### src/hdl/lfsa_pkg.sv
`timescale 1ns / 1ps
`default_nettype none
// ----------------------------------------------------------------------------
// lfsa_pkg
// Shared constants, types and helpers of the lowest free slot allocator.
// ----------------------------------------------------------------------------
package lfsa_pkg;

    localparam int RECORDS   = 256;
    localparam int IDX_W     = 8;
    localparam int CAP_W     = 9;
    localparam int CMD_W     = 2;
    localparam int MAP_DEPTH = (RECORDS > (1 << IDX_W)) ? (1 << IDX_W) : RECORDS;
    localparam int WORD_W    = 16;
    localparam int BIT_W     = $clog2(WORD_W);
    localparam int NUM_WORDS = (MAP_DEPTH + WORD_W - 1) / WORD_W;
    localparam int WADDR_W   = (NUM_WORDS > 1) ? $clog2(NUM_WORDS) : 1;

    localparam logic [CAP_W-1:0] CAP_RESET = CAP_W'(256);
    localparam logic [CAP_W-1:0] CAP_LIMIT = CAP_W'(MAP_DEPTH);

    typedef enum logic [CMD_W-1:0] {
        CMD_ALLOC = 2'd0,
        CMD_FREE  = 2'd1,
        CMD_CHECK = 2'd2,
        CMD_NEXT  = 2'd3
    } cmd_t;

    typedef struct packed {
        logic load;
        logic rd_en;
        logic eval;
        logic wr_en;
        logic adv;
        logic out_load;
    } ctrl_t;

    typedef struct packed {
        logic scan_cmd;
        logic hit;
        logic last;
        logic write_req;
    } status_t;

    // map word contents after reset: all free except record zero
    function automatic logic [WORD_W-1:0] reset_word(input logic [WADDR_W-1:0] waddr);
        logic [WORD_W-1:0] w;
        w = '1;
        if (waddr == '0)
        begin
            w[0] = 1'b0;
        end
        return w;
    endfunction

endpackage
`default_nettype wire

### src/hdl/lfsa_if.sv
`timescale 1ns / 1ps
`default_nettype none
// ----------------------------------------------------------------------------
// lfsa_if
// Request, response and capacity write channels of the slot allocator.
// ----------------------------------------------------------------------------
interface lfsa_req_if;
    logic                          valid;
    logic                          ready;
    logic [lfsa_pkg::CMD_W-1:0]    command;
    logic [lfsa_pkg::IDX_W-1:0]    slot_index;

    modport source (output valid, output command, output slot_index, input ready);
    modport sink   (input valid, input command, input slot_index, output ready);
endinterface

interface lfsa_rsp_if;
    logic                          valid;
    logic                          ready;
    logic [lfsa_pkg::IDX_W-1:0]    result_index;
    logic                          flag;

    modport source (output valid, output result_index, output flag, input ready);
    modport sink   (input valid, input result_index, input flag, output ready);
endinterface

interface lfsa_cfg_if;
    logic                          valid;
    logic                          ready;
    logic [lfsa_pkg::CAP_W-1:0]    capacity;

    modport source (output valid, output capacity, input ready);
    modport sink   (input valid, input capacity, output ready);
endinterface
`default_nettype wire

### src/hdl/lfsa_ram.sv
`timescale 1ns / 1ps
`default_nettype none
// ----------------------------------------------------------------------------
// lfsa_ram
// Generic single write port, single read port ram with registered read.
// ----------------------------------------------------------------------------
module lfsa_ram #(
    parameter int WIDTH = 16,
    parameter int DEPTH = 16
) (
    input  wire logic                                    clk,
    input  wire logic                                    wr_en,
    input  wire logic [((DEPTH > 1) ? $clog2(DEPTH) : 1)-1:0] wr_addr,
    input  wire logic [WIDTH-1:0]                        wr_data,
    input  wire logic                                    rd_en,
    input  wire logic [((DEPTH > 1) ? $clog2(DEPTH) : 1)-1:0] rd_addr,
    output      logic [WIDTH-1:0]                        rd_data
);

    logic [WIDTH-1:0] mem_reg [DEPTH];
    logic [WIDTH-1:0] rd_data_reg;

    always_ff @(posedge clk)
    begin
        if (wr_en)
        begin
            mem_reg[wr_addr] <= wr_data;
        end
        if (rd_en)
        begin
            rd_data_reg <= mem_reg[rd_addr];
        end
    end

    assign rd_data = rd_data_reg;

endmodule
`default_nettype wire

### src/hdl/lfsa_datapath.sv
`timescale 1ns / 1ps
`default_nettype none
// ----------------------------------------------------------------------------
// lfsa_datapath
// Free map storage, word search, capacity register and result registers.
// ----------------------------------------------------------------------------
module lfsa_datapath (
    input  wire logic                          clk,
    input  wire logic                          rst_n,
    input  wire logic [lfsa_pkg::CMD_W-1:0]    in_command,
    input  wire logic [lfsa_pkg::IDX_W-1:0]    in_slot_index,
    input  wire logic                          cfg_we,
    input  wire logic [lfsa_pkg::CAP_W-1:0]    cfg_capacity,
    input  wire lfsa_pkg::ctrl_t               ctrl,
    output      lfsa_pkg::status_t             status,
    output      logic [lfsa_pkg::IDX_W-1:0]    out_result_index,
    output      logic                          out_flag
);

    lfsa_pkg::cmd_t                        cmd_reg;
    logic [lfsa_pkg::IDX_W-1:0]            idx_reg;
    logic [lfsa_pkg::WADDR_W-1:0]          word_reg;
    logic [lfsa_pkg::WADDR_W-1:0]          word_next;
    logic [lfsa_pkg::CAP_W-1:0]            cap_reg;
    logic [lfsa_pkg::NUM_WORDS-1:0]        word_valid_reg;
    logic [lfsa_pkg::IDX_W-1:0]            res_reg;
    logic                                  flag_reg;
    logic [lfsa_pkg::BIT_W-1:0]            bitpos_reg;
    logic [lfsa_pkg::IDX_W-1:0]            out_index_reg;
    logic                                  out_flag_reg;

    logic [lfsa_pkg::WORD_W-1:0]           ram_rdata;
    logic [lfsa_pkg::WORD_W-1:0]           word_eff;
    logic [lfsa_pkg::WORD_W-1:0]           wr_word;
    logic [lfsa_pkg::WORD_W-1:0]           in_range;
    logic [lfsa_pkg::WORD_W-1:0]           cand;
    logic [lfsa_pkg::CAP_W-1:0]            cap_eff;
    logic [lfsa_pkg::CAP_W-1:0]            cap_m1;
    logic [lfsa_pkg::CAP_W-1:0]            last_word;
    logic [lfsa_pkg::CAP_W-1:0]            word_base;
    logic [lfsa_pkg::CAP_W-1:0]            lo_bound;
    logic [lfsa_pkg::BIT_W-1:0]            hit_bit;
    logic [lfsa_pkg::IDX_W-1:0]            hit_index;
    logic                                  hit;
    logic                                  usable;
    logic                                  is_alloc;
    logic                                  is_scan;
    logic                                  write_req;
    logic                                  check_flag;
    lfsa_pkg::cmd_t                        in_cmd;

    assign in_cmd = lfsa_pkg::cmd_t'(in_command);

    // capacity and map word valid bits
    always_ff @(posedge clk or negedge rst_n)
    begin
        if (!rst_n)
        begin
            cap_reg        <= lfsa_pkg::CAP_RESET;
            word_valid_reg <= '0;
        end
        else
        begin
            if (cfg_we)
            begin
                cap_reg <= cfg_capacity;
            end
            if (ctrl.wr_en)
            begin
                word_valid_reg[word_reg] <= 1'b1;
            end
        end
    end

    always_comb
    begin
        word_next = word_reg;
        if (ctrl.load)
        begin
            if (in_cmd == lfsa_pkg::CMD_ALLOC)
            begin
                word_next = '0;
            end
            else
            begin
                word_next = lfsa_pkg::WADDR_W'(in_slot_index >> lfsa_pkg::BIT_W);
            end
        end
        else if (ctrl.adv)
        begin
            word_next = word_reg + lfsa_pkg::WADDR_W'(1);
        end
    end

    // request and result payload
    always_ff @(posedge clk)
    begin
        word_reg <= word_next;
        if (ctrl.load)
        begin
            cmd_reg <= in_cmd;
            idx_reg <= in_slot_index;
        end
        if (ctrl.eval)
        begin
            res_reg    <= (is_scan && hit) ? hit_index : '0;
            flag_reg   <= is_scan ? hit : check_flag;
            bitpos_reg <= is_alloc ? hit_bit : idx_reg[lfsa_pkg::BIT_W-1:0];
        end
        if (ctrl.out_load)
        begin
            out_index_reg <= res_reg;
            out_flag_reg  <= flag_reg;
        end
    end

    lfsa_ram #(
        .WIDTH (lfsa_pkg::WORD_W),
        .DEPTH (lfsa_pkg::NUM_WORDS)
    ) u_map_ram (
        .clk     (clk),
        .wr_en   (ctrl.wr_en),
        .wr_addr (word_reg),
        .wr_data (wr_word),
        .rd_en   (ctrl.rd_en),
        .rd_addr (word_reg),
        .rd_data (ram_rdata)
    );

    // never-written words read as their reset contents
    assign word_eff = word_valid_reg[word_reg] ? ram_rdata : lfsa_pkg::reset_word(word_reg);

    always_comb
    begin
        wr_word = word_eff;
        wr_word[bitpos_reg] = (cmd_reg == lfsa_pkg::CMD_FREE);
    end

    assign cap_eff   = (cap_reg > lfsa_pkg::CAP_LIMIT) ? lfsa_pkg::CAP_LIMIT : cap_reg;
    assign cap_m1    = (cap_eff == '0) ? '0 : cap_eff - lfsa_pkg::CAP_W'(1);
    assign last_word = cap_m1 >> lfsa_pkg::BIT_W;
    assign word_base = lfsa_pkg::CAP_W'(word_reg) << lfsa_pkg::BIT_W;
    assign is_alloc  = (cmd_reg == lfsa_pkg::CMD_ALLOC);
    assign is_scan   = is_alloc || (cmd_reg == lfsa_pkg::CMD_NEXT);
    assign lo_bound  = is_alloc ? lfsa_pkg::CAP_W'(1)
                                : lfsa_pkg::CAP_W'(idx_reg) + lfsa_pkg::CAP_W'(1);

    always_comb
    begin
        for (int b = 0; b < lfsa_pkg::WORD_W; b++)
        begin
            in_range[b] = ((word_base + lfsa_pkg::CAP_W'(b)) >= lo_bound) &&
                          ((word_base + lfsa_pkg::CAP_W'(b)) < cap_eff);
        end
    end

    // alloc looks for free bits, next for allocated ones
    assign cand = (is_alloc ? word_eff : ~word_eff) & in_range;
    assign hit  = |cand;

    always_comb
    begin
        hit_bit = '0;
        for (int b = lfsa_pkg::WORD_W - 1; b >= 0; b--)
        begin
            if (cand[b])
            begin
                hit_bit = lfsa_pkg::BIT_W'(b);
            end
        end
    end

    assign hit_index  = lfsa_pkg::IDX_W'(word_base | lfsa_pkg::CAP_W'(hit_bit));
    assign usable     = (idx_reg != '0) && (lfsa_pkg::CAP_W'(idx_reg) < cap_eff);
    assign check_flag = (cmd_reg == lfsa_pkg::CMD_CHECK) && usable &&
                        !word_eff[idx_reg[lfsa_pkg::BIT_W-1:0]];
    assign write_req  = (is_alloc && hit) || ((cmd_reg == lfsa_pkg::CMD_FREE) && usable);

    assign status.scan_cmd  = is_scan;
    assign status.hit       = hit;
    assign status.last      = (lfsa_pkg::CAP_W'(word_reg) >= last_word);
    assign status.write_req = write_req;

    assign out_result_index = out_index_reg;
    assign out_flag         = out_flag_reg;

endmodule
`default_nettype wire

### src/hdl/lfsa_controller.sv
`timescale 1ns / 1ps
`default_nettype none
// ----------------------------------------------------------------------------
// lfsa_controller
// Sequencer for map reads, word evaluation, write back and result hand-off.
// ----------------------------------------------------------------------------
module lfsa_controller (
    input  wire logic              clk,
    input  wire logic              rst_n,
    input  wire logic              in_valid,
    output      logic              in_ready,
    output      logic              out_valid,
    input  wire logic              out_ready,
    input  wire lfsa_pkg::status_t status,
    output      lfsa_pkg::ctrl_t   ctrl
);

    typedef enum logic [4:0] {
        ST_IDLE  = 5'b00001,
        ST_READ  = 5'b00010,
        ST_EVAL  = 5'b00100,
        ST_WRITE = 5'b01000,
        ST_FIN   = 5'b10000
    } state_t;

    state_t state_reg;
    state_t state_next;
    logic   out_valid_reg;
    logic   out_valid_next;

    always_ff @(posedge clk or negedge rst_n)
    begin
        if (!rst_n)
        begin
            state_reg     <= ST_IDLE;
            out_valid_reg <= 1'b0;
        end
        else
        begin
            state_reg     <= state_next;
            out_valid_reg <= out_valid_next;
        end
    end

    assign in_ready = (state_reg == ST_IDLE);

    always_comb
    begin
        state_next = state_reg;
        ctrl       = '0;
        unique case (state_reg)
            ST_IDLE:
            begin
                if (in_valid)
                begin
                    ctrl.load  = 1'b1;
                    state_next = ST_READ;
                end
            end
            ST_READ:
            begin
                ctrl.rd_en = 1'b1;
                state_next = ST_EVAL;
            end
            ST_EVAL:
            begin
                ctrl.eval = 1'b1;
                priority if (status.write_req)
                begin
                    state_next = ST_WRITE;
                end
                else if (!status.scan_cmd || status.hit || status.last)
                begin
                    state_next = ST_FIN;
                end
                else
                begin
                    ctrl.adv   = 1'b1;
                    state_next = ST_READ;
                end
            end
            ST_WRITE:
            begin
                ctrl.wr_en = 1'b1;
                state_next = ST_FIN;
            end
            ST_FIN:
            begin
                if (!out_valid_reg || out_ready)
                begin
                    ctrl.out_load = 1'b1;
                    state_next    = ST_IDLE;
                end
            end
            default:
            begin
                state_next = ST_IDLE;
            end
        endcase
    end

    always_comb
    begin
        priority if (ctrl.out_load)
        begin
            out_valid_next = 1'b1;
        end
        else if (out_ready)
        begin
            out_valid_next = 1'b0;
        end
        else
        begin
            out_valid_next = out_valid_reg;
        end
    end

    assign out_valid = out_valid_reg;

`ifndef SYNTH
    a_no_rd_wr: assert property (@(posedge clk) disable iff (!rst_n)
        !(ctrl.rd_en && ctrl.wr_en))
        else $error("map read and write in the same cycle");

    a_no_overwrite: assert property (@(posedge clk) disable iff (!rst_n)
        ctrl.out_load |-> (!out_valid_reg || out_ready))
        else $error("result register loaded over an untaken result");

    a_one_request: assert property (@(posedge clk) disable iff (!rst_n)
        (in_valid && in_ready) |=> !in_ready)
        else $error("second request taken while one is in progress");

    a_write_after_eval: assert property (@(posedge clk) disable iff (!rst_n)
        ctrl.wr_en |-> $past(state_reg == ST_EVAL))
        else $error("map write not preceded by word evaluation");
`endif

endmodule
`default_nettype wire

### src/hdl/lowest_free_slot_allocator.sv
`timescale 1ns / 1ps
`default_nettype none
// ----------------------------------------------------------------------------
// lowest_free_slot_allocator
// Bitmap slot allocator: alloc, free, check and next-allocated requests.
// ----------------------------------------------------------------------------
// sequence: check reads and evaluates one map word; free also writes it back, except
//   when the slot is ignored; alloc and next read and evaluate one 16-bit map word
//   at a time until a hit or the last word, and alloc writes back the word it hit
// requests: one at a time, taken only in idle; a scan reads each map word, then evaluates it
// reset: map reads as all free except record zero, capacity 256, no clearing pass
// ----------------------------------------------------------------------------
module lowest_free_slot_allocator (
    input  wire logic  clk,
    input  wire logic  rst_n,
    lfsa_req_if.sink   req,
    lfsa_rsp_if.source rsp,
    lfsa_cfg_if.sink   cfg
);

    lfsa_pkg::ctrl_t   ctrl;
    lfsa_pkg::status_t status;

    assign cfg.ready = 1'b1;

    lfsa_controller u_controller (
        .clk       (clk),
        .rst_n     (rst_n),
        .in_valid  (req.valid),
        .in_ready  (req.ready),
        .out_valid (rsp.valid),
        .out_ready (rsp.ready),
        .status    (status),
        .ctrl      (ctrl)
    );

    lfsa_datapath u_datapath (
        .clk              (clk),
        .rst_n            (rst_n),
        .in_command       (req.command),
        .in_slot_index    (req.slot_index),
        .cfg_we           (cfg.valid),
        .cfg_capacity     (cfg.capacity),
        .ctrl             (ctrl),
        .status           (status),
        .out_result_index (rsp.result_index),
        .out_flag         (rsp.flag)
    );

endmodule
`default_nettype wire
### src/flat_wrapper.sv
// flat-port wrapper written by rule: the top's interface ports become plain ports
module lowest_free_slot_allocator_flat 
  (clk, rst_n, req_valid, req_command, req_slot_index, req_ready, rsp_valid, rsp_result_index, rsp_flag, rsp_ready, cfg_valid, cfg_capacity, cfg_ready);
  lfsa_req_if req_i ();
  lfsa_rsp_if rsp_i ();
  lfsa_cfg_if cfg_i ();
  input  wire logic clk;
  input  wire logic rst_n;
  input wire logic [$bits(req_i.valid)-1:0] req_valid;
  input wire logic [$bits(req_i.command)-1:0] req_command;
  input wire logic [$bits(req_i.slot_index)-1:0] req_slot_index;
  output wire logic [$bits(req_i.ready)-1:0] req_ready;
  output wire logic [$bits(rsp_i.valid)-1:0] rsp_valid;
  output wire logic [$bits(rsp_i.result_index)-1:0] rsp_result_index;
  output wire logic [$bits(rsp_i.flag)-1:0] rsp_flag;
  input wire logic [$bits(rsp_i.ready)-1:0] rsp_ready;
  input wire logic [$bits(cfg_i.valid)-1:0] cfg_valid;
  input wire logic [$bits(cfg_i.capacity)-1:0] cfg_capacity;
  output wire logic [$bits(cfg_i.ready)-1:0] cfg_ready;
  assign req_i.valid = req_valid;
  assign req_i.command = req_command;
  assign req_i.slot_index = req_slot_index;
  assign req_ready = req_i.ready;
  assign rsp_valid = rsp_i.valid;
  assign rsp_result_index = rsp_i.result_index;
  assign rsp_flag = rsp_i.flag;
  assign rsp_i.ready = rsp_ready;
  assign cfg_i.valid = cfg_valid;
  assign cfg_i.capacity = cfg_capacity;
  assign cfg_ready = cfg_i.ready;
  lowest_free_slot_allocator u_core (.clk(clk), .rst_n(rst_n), .req(req_i), .rsp(rsp_i), .cfg(cfg_i));
endmodule
### config.mk
export PLATFORM = sky130hd
export DESIGN_NAME = lowest_free_slot_allocator_flat
export DESIGN_NICKNAME = d
export VERILOG_FILES = /design/src/hdl/lfsa_pkg.sv /design/src/hdl/lfsa_if.sv /design/src/hdl/lfsa_ram.sv /design/src/hdl/lfsa_datapath.sv /design/src/hdl/lfsa_controller.sv /design/src/hdl/lowest_free_slot_allocator.sv /design/src/flat_wrapper.sv
export SDC_FILE = /design/constraint.sdc
export NUM_CORES = 1
export LEC_CHECK = 0
export ABC_AREA = 1
export ABC_CLOCK_PERIOD_IN_PS = 6100
export BUFFER_PORTS_ARGS = -buffer_cell sky130_fd_sc_hd__buf_2
export CAP_MARGIN = 20
export CORE_UTILIZATION = 30
export CTS_BUF_LIST = sky130_fd_sc_hd__clkbuf_16
export DETAILED_ROUTE_END_ITERATION = 6
export SYNTH_ARGS = -nofsm -noshare
export SYNTH_HDL_FRONTEND = slang
export SYNTH_HIERARCHICAL = 1
export SYNTH_SLANG_ARGS = --single-unit
### constraint.sdc
create_clock -name clk -period 6.1 [get_ports clk]
set_input_delay 1.22 -clock clk [delete_from_list [all_inputs] [get_ports clk]]
set_output_delay 1.22 -clock clk [all_outputs]
set_load 0.01 [all_outputs]
# Word level (Yosys, flattened, before mapping)
# Memory sizes are Yosys's and may differ from the RTL's. A register that Yosys moved wholly into a read port is not among the register bits.
# Cells that the tools add are included.
# W data, S select, Z words.
totals:
  ff_bits: 67
  output_inout_bits: 12
  elab_cells: 181
  in_bits: 24
  romBits: 0
  ramBits: 256
  latchBits: 0
  memories: 1
memory_table:
  columns: ["name", "words", "word_bits", "read_ports", "rd_clocked_by_memory_dff", "write_ports", "line_no", "rtl"]
  rows:
  - ["u_core.u_datapath.u_map_ram.mem_reg", 16, 16, 1, 1, 1, "lfsa_ram.sv:20", "logic [WIDTH-1:0] mem_reg [DEPTH];"]
op_classes:
  shift: 0
  n_eq_ne: 10
  order_cmp: 40
  bitwise: 4
  mux: 55
  n_reduce_logical: 41
  add_sub_neg: 18
  div: 0
  multipliers: 0
op_table:
  columns: ["cell", "count"]
  rows:
  - ["$ge A9 B9 Y1", 15]
  - ["$lt A9 B9 Y1", 15]
  - ["$mux W4", 20]
  - ["$add A8 B4 Y9 const B", 8]
  - ["$add A8 B3 Y9 const B", 4]
  - ["$mux W16", 2]
  - ["$mux W9", 3]
  - ["$pmux W5 S5", 1]
  - ["$logic_and A1 B1 Y1", 24]
  - ["$mux W1", 20]
  - ["$mux W5", 4]
  - ["$add A8 B1 Y9 const B", 2]
  - ["$add A8 B2 Y9 const B", 2]
  - ["$lt A8 B9 Y1", 2]
  - ["$and A16 B16 Y16", 1]
  - ["$bwmux W16", 1]
  - ["$not A16 Y16", 1]
  - ["$or A16 B16 Y16", 1]
  - ["$reduce_or A16 Y1", 1]
  - ["$lt A4 B5 Y1 const B", 3]
  - ["$ge A8 B9 Y1", 1]
  - ["$gt A9 B9 Y1 const B", 1]
  - ["$logic_not A9 Y1", 1]
  - ["$sub A9 B1 Y9 const B", 1]
  - ["21 further kinds", 34]

# Logic depth before layout (Yosys ltp)
logic_depth:
  word_depth: 23
  mapped_depth: 34
  depth_no_buf: 34

# Modules after synthesis
# Netlist, hierarchy kept.
modules_own_cells:
  columns: ["module", "instances", "area_per_inst_um2", "seq_area_each_um2", "cells_per_inst"]
  rows:
  - ["lfsa_ram", 1, 11541.1, 8167.8, 1074]
  - ["lfsa_datapath", 1, 4638.2, 1707.9, 640]
  - ["lfsa_controller", 1, 420.4, 151.4, 59]
  - ["lowest_free_slot_allocator", 1, 11.3, 0.0, 2]

# Least setup slack after synthesis
# Ideal clock, no wire load.
synth_path:
  kind: "reg-to-reg"
  from: "register u_core.u_datapath.cmd_reg[0]"
  to: "register u_core/u_datapath/word_reg[0] (netlist name), enable pin"
  required_time_ns: 5.801
  setup_ns: 0.299
  path_slack_ns: 1.727
  path_buffers: 4
  period_less_slack_ns: 4.373
  arrival_ns: 4.074
  stages_incl_launch_ff: 24
  path_cell_list: "edfxtp_1 inv_1 ha_1 inv_2 clkbuf_1 clkbuf_1 clkbuf_1 nand3_1 ha_1 a21oi_1 nand2_1 nand2_1 o21ai_0 inv_1 o21ai_0 o221ai_2 nand2_2 nor4_4 nand3_2 buf_4 nor3_1 nand2_1 nor2_4 or2_2"
synth_rtl:
  columns: ["item", "line_no", "rtl"]
  rows:
  - ["start: declaration", "lfsa_datapath.sv:20", "lfsa_pkg::cmd_t cmd_reg;"]
  - ["start signal: assignment", "lfsa_datapath.sv:101", "cmd_reg <= in_cmd;"]
  - ["end signal: assignment", "lfsa_datapath.sv:98", "word_reg <= word_next;"]
  - ["end: declaration", "lfsa_datapath.sv:22", "logic [lfsa_pkg::WADDR_W-1:0] word_reg;"]

==> summary.md <==
| Metric | Value |
|---|---|
| Overall Power | roughly 7700 µW |
| Initial core utilization | a little under a third |
| Die height | 237 µm |
| Setup crit start | u_core/u_datapath/cmd_reg[0] |
| PwrDens | 409 nW/µm² |
| Slowest Stage Delay on Critical Path | 0.51 ns |
| Area grow syn2layout | 12.8% |
| Slew Viols, Final | 0 |
| Setup crit end | u_core/u_datapath/word_reg[1] |
| CTS Buf Count | 36 |
| Hpwl dp | 26,300 µm |
| FF-to-FF Start | u_core/u_datapath/cmd_reg[0] |
| Yosys Warn Count | 6 |
| Min Tclk post-route | 4.59 ns |
| Final net count | roughly 1,900 |
| CP endpoint kind | register |
| Critical path's most frequent cell | nand2_1 |
| Global-route wire length before repair | 65,100 µm |
| # IOs | 36 |
| FMAX | roughly 0.22 GHz |
| Status | completed |
| Hold slack | 0.410 ns |
| Post-Syn Instances | 1,775 |
| Main combinational cell family by area after synthesis | simple AND/OR/NAND/NOR gates |
| Post-CTS Setup Repair Bufs | 0 |
| Flops & latches, synth | roughly 340 |
| Clock-pin slew on the worst setup and hold paths | 0.07 ns |
| CP Launch Type | register |
| Clock Tree Buf Depth | 3 |
| Most frequent cells in the layout | nand2_1, inv_1, edfxtp_1 |
| Final period utilization | 75.2% |
| Gr usage total | 14.8% |
| Total gr overflow | 0 |
| Worst r2r dst | u_core/u_datapath/word_reg[1] |
| Initial DRC count | about 970 |
| Clk Latency, worst-skew pair | 0.55 ns |
| WL/cell | approximately 16 µm |
| Synth Flop Type | edfxtp_1 |
| Total of max-cap violations | 0 |
| Worst r2r path cells | 23 |
| Antenna fix cells | 0 |
| Arrival @ worst endpoint | roughly 4.8 ns |
| Die W | approximately 240 µm |
| Post-synthesis compound-gate area fraction | around 4.9% |
| Max FFs per register | 256 |
| Wire length after detailed routing | 41,500 µm |
| Worst slew pin tran | 1.10 ns |
| Flop2flop setup slack | 1.51 ns |
| Commonest non-fill, non-tap cell in the layout | nand2_1 |
| Critical path's slowest cell | ha_1 |
| Htree depth | 2 |
| Final hold violations | 0 |
| # setup viols final | 0 |
| Mux cell area share after synthesis | 0.0678% |
| Antenna violations before repair | 0 |
| Peak fanout along the critical path | 32 |
| Worst ir drop on vdd | 171 µV |
| Register area share after synthesis | 60.4% |
| Cell variety after synth | 47 |
| Pin count of the biggest net entering global routing | 84 |
| Min-Delay Path Class | register to register |
| Antenna-violating nets left | 0 |
| Row cnt | 85 |
| Vias per inst | 4.76 |
| Syn avg cell area | between 9 and 10 µm² |
| Static leakage | 0.00800 µW |
| Netlist Area Pre-Place | 16,600 µm² |
| Die ar. | 56,300 µm² |
| Synth Area in Simple Gates | 22.5% |
| Fraction of layout cells with a size suffix above 1 | under 10% |
| Vias | 12,044 |
| Core Region | between 50,000 and 60,000 µm² |
| Port-buffer cells | 34 |
| Residual DRC | 0 |
| Slew headroom | 26.3% |
| Net Count, Synth | 1,829 |
| Number of global-route vias before repair | around 12,000 |
| Drt pass-1 iters | 5 |
| Total clock sinks | 339 |
| Adder-cell share of the synthesized area | 2.26% |
| Async set-reset flop share out of synthesis | around 9.1% |
| Critical Path RT | between 6 and 7 ns |
| Post-CTS Hold Fix Bufs | 0 |
| Post-CTS Resized | 0 |
| Post-synth EDFFs | 308 |
| RD Place Congestion | a little under 0.9 |
| Synth Area in XOR/XNOR | 0.316% |
| Root Buffer | clkbuf_16 |
| Worst Skew | 0.0201 ns |
| CTS tree | done |
| Setup TNS | 0 ns |
| Crit path cell chain | inv_1 -> ha_1 -> inv_2 -> nand3_1 -> ha_1 -> nand2_1 -> nor2_1 -> nand2_1 -> inv_1 -> nand2_1 -> nand2_2 -> inv_2 -> a31oi_1 -> a21oi_1 -> o21ai_1 -> nand2_1 -> nand2_1 -> nor4_4 -> nand3_2 -> nor3_1 -> nand2_1 -> nor2_4 -> or2_2 |
| Critical path type | register to register |
| RSZ-0062 raised after global routing | false |
logic make-up (layout without fill, tap and decap cells):
family | count (synthesis) | in the layout
muxes | 1 | 1
adders and majority gates | 30 | 30
AOI/OAI and AO/OA | 141 | 141
DFF | 339 | 339
xor gates and xnor gates | 6 | 6
other | 1 | 1
and+or+nand+nor | 871 | 871
buffers and inverters | 386 | 446
through the flow:
stage	cells	util [%]	instance area, µm²	setup WS [ns]
6_report	2531	34.6	18700	1.51
4_1_cts	2527	34.4	18700	1.57
2_1_floorplan	1775	-	16600	1.73
3_5_place_dp	2462	32.3	17500	1.60
3_3_place_gp	2461	32.3	17500	1.67
5_1_grt	2531	34.6	18700	1.01
synthesized netlist by cell type, drive strengths merged, types with 2 or more instances:
cell / number / area (µm²)
nand4: 8 / 65.1
nor2: 123 / 509
nand3: 238 / 1220
inv: 318 / 1190
xor2: 5 / 43.8
nand3b: 3 / 22.5
a21oi: 36 / 191
nand2: 491 / 1870
nor3: 4 / 20.0
clkbuf: 18 / 67.6
a31oi: 19 / 119
dfrtp: 29 / 726
o31ai: 3 / 22.5
ha: 30 / 375
o21ai: 65 / 329
edfxtp: 308 / 9250
o211ai: 4 / 30.0
o21bai: 4 / 30.0
dfstp: 2 / 52.6
nor4: 3 / 33.8
buf: 49 / 332
o22ai: 3 / 18.8
o221ai: 3 / 32.5
power breakdown:
group / switching (µW) / total [µW] / internal, µW
Sequential: 106 / 2990 / 2880
Clock: 912 / 2170 / 1260
Combinational: 1810 / 2510 / 697
Total: 2830 / 7670 / 4840
worst min-delay path by stage:
stage / startpoint / end / slack, ns / depth (start not counted)
after floorplan: u_core/u_datapath/flag_reg / u_core/u_datapath/out_flag / 0.40 / 0
after global placement: u_core/u_datapath/res_reg[4] / u_core/u_datapath/out_result_index[4] / 0.40 / 0
after detailed placement: u_core/u_datapath/flag_reg / u_core/u_datapath/out_flag / 0.41 / 0
after CTS: u_core/u_datapath/res_reg[4] / u_core/u_datapath/out_result_index[4] / 0.41 / 0
after global routing: u_core/u_datapath/res_reg[4] / u_core/u_datapath/out_result_index[4] / 0.43 / 0
final: u_core/u_datapath/res_reg[4] / u_core/u_datapath/out_result_index[4] / 0.41 / 0
critical path, delay by kind of cell, from the launching register on:
kind,cells,cell delay [ns]
AND/OR/NAND/NOR,14,1.97
adder cells (fa/ha/maj),2,0.78
buffers and inverters,4,0.66
AO/OA/AOI/OAI,3,0.46
flip-flops,1,0.39
routing by layer:
layer | vias up | global-route usage, % | part of all wire [%] | routed length [µm]
met1 | 5706 | 19.9 | 45 | 18500
li1 | 5847 | - | - | -
met5 | - | 0 | 0 | 0
met2 | 409 | 24.3 | 46 | 19200
met4 | 0 | 4.99 | 2.8 | 1160
met3 | 82 | 2.15 | 6.2 | 2590
final cells by class:
class	count	area, µm²
fillers	5433	35500
flip-flops and latches	339	10000
multi-input cells	1050	5050
inverters	319	1200
clock buffers	38	951
well taps	696	871
repair buffers	62	424
clock inverters	27	219
Power figures use the tool's default switching activity.
